## src/sv/mf3_pkg.sv

```systemverilog
package mf3_pkg;

	localparam int PIX_W = 8;
	localparam int CFG_W = 16;
	localparam int WIDTH_W = 11;
	localparam int HEIGHT_W = 16;
	localparam int MIN_DIM = 3;
	localparam int WIN_TAPS = 9;
	localparam int WIN_HIST = 6;

	localparam logic REG_IMAGE_WIDTH = 1'b0;
	localparam logic REG_IMAGE_HEIGHT = 1'b1;

	localparam logic [WIDTH_W-1:0] IMAGE_WIDTH_RST = 11'd640;
	localparam logic [HEIGHT_W-1:0] IMAGE_HEIGHT_RST = 16'd480;

	typedef logic [PIX_W-1:0] pix_t;

	typedef struct packed {
		pix_t pixel;
		logic frame_start;
	} in_beat_t;

	typedef struct packed {
		pix_t median;
		logic last_of_frame;
	} out_beat_t;

	typedef pix_t [WIN_TAPS-1:0] window_t;

endpackage

```

## src/sv/mf3_median9.sv

```systemverilog
module mf3_median9 (
	input  mf3_pkg::window_t win,
	output mf3_pkg::pix_t    median
);
	import mf3_pkg::*;

	function automatic pix_t min2(input pix_t a, input pix_t b);
		return (a < b) ? a : b;
	endfunction

	function automatic pix_t max2(input pix_t a, input pix_t b);
		return (a < b) ? b : a;
	endfunction

	function automatic pix_t med3(input pix_t a, input pix_t b, input pix_t c);
		return max2(min2(a, b), min2(max2(a, b), c));
	endfunction

	pix_t lo [3];
	pix_t mid [3];
	pix_t hi [3];

	// Sort each group of three, then the median of nine is the median of the
	// largest low, the middle middle and the smallest high.
	always_comb begin
		for (int g = 0; g < 3; g++) begin
			lo[g] = min2(min2(win[3*g], win[3*g+1]), win[3*g+2]);
			hi[g] = max2(max2(win[3*g], win[3*g+1]), win[3*g+2]);
			mid[g] = med3(win[3*g], win[3*g+1], win[3*g+2]);
		end
	end

	assign median = med3(max2(max2(lo[0], lo[1]), lo[2]),
			med3(mid[0], mid[1], mid[2]),
			min2(min2(hi[0], hi[1]), hi[2]));

endmodule

```

## config.mk

```make
export PLATFORM = sky130hd
export DESIGN_NAME = mf3_median9
export DESIGN_NICKNAME = d
export VERILOG_FILES = /design/src/sv/mf3_pkg.sv /design/src/sv/mf3_median9.sv
export SDC_FILE = /design/constraint.sdc
export NUM_CORES = 1
export LEC_CHECK = 0
export ABC_AREA = 1
export BUFFER_PORTS_ARGS = -buffer_cell sky130_fd_sc_hd__buf_2
export CELL_PAD_IN_SITES_DETAIL_PLACEMENT = 2
export CELL_PAD_IN_SITES_GLOBAL_PLACEMENT = 2
export CORE_ASPECT_RATIO = 0.5
export CORE_UTILIZATION = 30
export DETAILED_ROUTE_END_ITERATION = 10
export GPL_TIMING_DRIVEN = 1
export PLACE_DENSITY_LB_ADDON = 0.1
export SETUP_SLACK_MARGIN = 0.2
export SLEW_MARGIN = 20
export SYNTH_ARGS = -nofsm -noshare
export SYNTH_HDL_FRONTEND = slang
export SYNTH_SLANG_ARGS = --single-unit
```

## constraint.sdc

```tcl
create_clock -name vclk -period 19
set_input_delay 2.85 -clock vclk [all_inputs]
set_output_delay 2.85 -clock vclk [all_outputs]
set_load 0.05 [all_outputs]
```

==> metrics.txt <==
# TYPE chip_impl_metric gauge
chip_impl_metric{name="finalCritPeriodShare",unit="%"} 93.8
chip_impl_metric{name="maxCapViolations",unit=""} 0
chip_impl_metric{name="die_x",unit="um"} 206
chip_impl_metric{name="finalHoldViolCount",unit=""} 0
chip_impl_metric{name="detailedPlacementHpwl",unit="um"} 23200
chip_impl_metric{name="design.die.area",unit="um2"} 21500
chip_impl_metric{name="flops_and_latches",unit=""} 0
chip_impl_metric{name="detailedRoute.firstPassIterationCount",unit=""} 8
chip_impl_metric{name="worst_pin_slew",unit="ns"} 0.976
chip_impl_metric{name="pin_count",unit=""} 80
chip_impl_metric{name="finalNonFillerCells",unit=""} 1483
chip_impl_metric{name="number_of_drc_violations_after_detailed_routing_iteration_0",unit=""} 213
chip_impl_info{name="crit_path_frequent_cell",value="nand2_1"} 1
chip_impl_metric{name="setup-violations-final",unit=""} 0
chip_impl_metric{name="vias_per_cell",unit=""} 5.29
chip_impl_metric{name="start_util",unit="%"} 31.3
chip_impl_metric{name="fp.coreArea",unit="um2"} 20000
chip_impl_metric{name="floorplan_row_count",unit=""} 36
chip_impl_info{name="grt_setup_unrepaired",value="no"} 1
chip_impl_info{name="startpoint",value="win[15]"} 1
chip_impl_info{name="setup.worst_path.class",value="primary input to output port"} 1
chip_impl_metric{name="layout.filler_cells",unit=""} 2641
chip_impl_metric{name="cp_slowest_stage_delay",unit="ns"} 0.37
chip_impl_metric{name="crit_arrival",unit="ns"} 14.97
chip_impl_metric{name="yosys_warnings",unit=""} 0
chip_impl_metric{name="timing.critical_path.required",unit="ns"} 16.15
chip_impl_metric{name="finalWorstPathRequiredPeriod",unit="ns"} 17.82
chip_impl_metric{name="buffer_ports.inserted",unit=""} 80
chip_impl_info{name="holdCritPathClass",value="primary input to output port"} 1
chip_impl_info{name="critPathCapture",value="median[5]"} 1
chip_impl_metric{name="register_area",unit="um2"} 0
chip_impl_metric{name="post_route_cells_drive_above_1_share",unit="%"} 11.0
chip_impl_info{name="outcome",value="finished with violations"} 1
chip_impl_metric{name="postSynthAreaPerCell",unit="um2"} 5.43
chip_impl_metric{name="ctsHoldBuffers",unit=""} 0
chip_impl_metric{name="routed-via-count",unit=""} 7846
chip_impl_metric{name="fp.dieH",unit="um"} 104
chip_impl_metric{name="globalplace.congestion",unit=""} 0.857
chip_impl_metric{name="grt-ovfl-total",unit=""} 0
chip_impl_metric{name="drt_drc_violations_left",unit=""} 13
chip_impl_metric{name="antenna_violating_nets_post_route",unit=""} 0
chip_impl_metric{name="antenna_found_initial",unit=""} 0
chip_impl_metric{name="tns",unit="ns"} 0
chip_impl_metric{name="synth_cell_types",unit=""} 26
chip_impl_metric{name="synthesis.instances",unit=""} 1152
chip_impl_info{name="startpoint_type",value="primary input"} 1
chip_impl_metric{name="dpl-instance-area",unit="um2"} 6920
chip_impl_metric{name="synth_area",unit="um2"} 6250
chip_impl_metric{name="wl",unit="um"} 25800
chip_impl_metric{name="layout-area-overhead-vs-synth",unit="%"} 12.6
chip_impl_metric{name="maximum_number_of_pins_on_one_net_before_global_route_repair",unit=""} 33
chip_impl_metric{name="slew_violations",unit=""} 0
chip_impl_metric{name="place.detailed.instances",unit=""} 1475
chip_impl_metric{name="final_net_count",unit=""} 1437
chip_impl_metric{name="wire_length_of_the_first_global_routing_pass",unit="um"} 41000
chip_impl_metric{name="postLayoutCoreUtil",unit="%"} 35.3
chip_impl_metric{name="critical_path_peak_fanout",unit=""} 20
chip_impl_metric{name="fmax",unit="GHz"} 0.0561
chip_impl_metric{name="grt_pass1_vias",unit=""} 8085
chip_impl_metric{name="final_cell_area",unit="um2"} 7040
chip_impl_metric{name="syn-num-nets",unit=""} 1370
chip_impl_info{name="violations",value="design-rule violations"} 1
chip_impl_metric{name="wl_per_cell",unit="um"} 17.4
chip_impl_metric{name="track_usage",unit="%"} 23.6
chip_impl_info{name="critical_path_s_slowest_cell",value="o21ai_0"} 1
chip_impl_metric{name="antennaDiodeCount",unit=""} 0
chip_impl_metric{name="proportion_of_synthesized_chip_area_in_sequential_cells",unit="%"} 0
chip_impl_metric{name="layout.clock_buffers",unit=""} 0
chip_impl_metric{name="max_slew_margin",unit="%"} 34.7
chip_impl_info{name="worst_setup_path_end_kind",value="output port"} 1
==> metrics by stage <==
step,hold WS (ns),setup WS (ns)
after floorplan,6.47,1.07
after global placement,6.90,0.367
after detailed placement,6.91,-0.669
after CTS,6.91,0.229
after global routing,7.05,0.177
final,6.92,1.18
==> metal layers <==
layer  wire (um)  vias to the layer above  share of wire [%]  GRT usage (%)
li1            -                     3967                  -              -
met1       13300                     3786                 52           33.8
met2       11900                       87                 46           41.1
met3         430                        6                1.7         0.0940
met4          77                        0               0.30           1.10
met5           0                        -                  0              0
==> cell families after synthesis <==
group,synth area share [%]
adders and majority gates,29.2
and+or+nand+nor,35.1
buffers and inverters,11.1
AOI/OAI and AO/OA,24.6
==> worst min-delay path by stage <==
stage                 start   endpoint  cells after the start
detailed placement  win[65]  median[1]                     10
floorplan           win[64]  median[0]                      8
CTS                 win[65]  median[1]                     10
global route        win[65]  median[1]                     10
finish              win[65]  median[1]                     10
global placement    win[65]  median[1]                     10
==> what timing repair did <==
action,in CTS,in global routing
buffers inserted,0,7
setup endpoints to repair,8,8
resized for setup,12,28
gates cloned,0,1
pin swaps,0,4
endpoints found under the hold margin,0,0
==> placed cells by master (no fill, tap or decap) <==
cell type	synthesis	final
a211oi_1	14	7
ha_1	146	146
nand2_1	373	373
o21ai_0	177	150
buf_4	1	19
nand3b_1	4	4
inv_1	140	139
nor3_2	1	1
nand2_4	2	4
nand3_1	52	52
o21bai_1	1	1
nand4_1	8	8
o211ai_1	8	8
buf_2	5	80
and2_1	3	3
clkinv_1	3	3
a21oi_1	83	83
nor3b_1	1	1
o21a_1	3	3
nor2_1	70	70
a211oi_2	1	7
o21ai_1	6	32
clkinvlp_4	0	1
a211oi_4	0	1
nand2_2	21	20
o21ai_2	0	1
==> synth_stat cells <==
master | n | share of area, %
nor2_1 | 70 | 4.2
o21bai_1 | 1 | 0.12
o211ai_1 | 8 | 0.96
and2_1 | 3 | 0.30
o21a_1 | 3 | 0.36
nand4_1 | 8 | 0.80
buf_4 | 1 | 0.12
inv_1 | 140 | 8.4
buf_2 | 5 | 0.40
nand2_1 | 373 | 22
nand2_4 | 2 | 0.36
buf_1 | 1 | 0.060
a21oi_1 | 83 | 6.6
nor3_2 | 1 | 0.16
nor3b_1 | 1 | 0.12
clkbuf_1 | 26 | 1.6
nand3_1 | 52 | 4.2
buf_6 | 2 | 0.36
ha_1 | 146 | 29
a211oi_2 | 1 | 0.20
o21ai_0 | 177 | 14
o21ai_1 | 6 | 0.48
nand2_2 | 21 | 2.1
nand3b_1 | 4 | 0.48
clkinv_1 | 3 | 0.18
a211oi_1 | 14 | 1.7
==> worst max-delay path, delay by kind of cell <==
kind | cells | cell delay, ns
AO/OA/AOI/OAI | 19 | 4.13
adder cells (fa/ha/maj) | 9 | 2.69
AND/OR/NAND/NOR | 32 | 3.13
buffers and inverters | 15 | 2.15
==> layout make-up <==
| class | instances | area (um2) | share of cell area [%] |
|---|---|---|---|
| multi-input cells | 975 | 5620 | 79.9 |
| repair buffers | 99 | 543 | 7.72 |
| inverters | 143 | 541 | 7.68 |
| well taps | 266 | 333 | 4.73 |
Power is left out: the tool's default activity adds up to more than one toggle a clock period on the data nets, which glitch-free logic cannot reach.
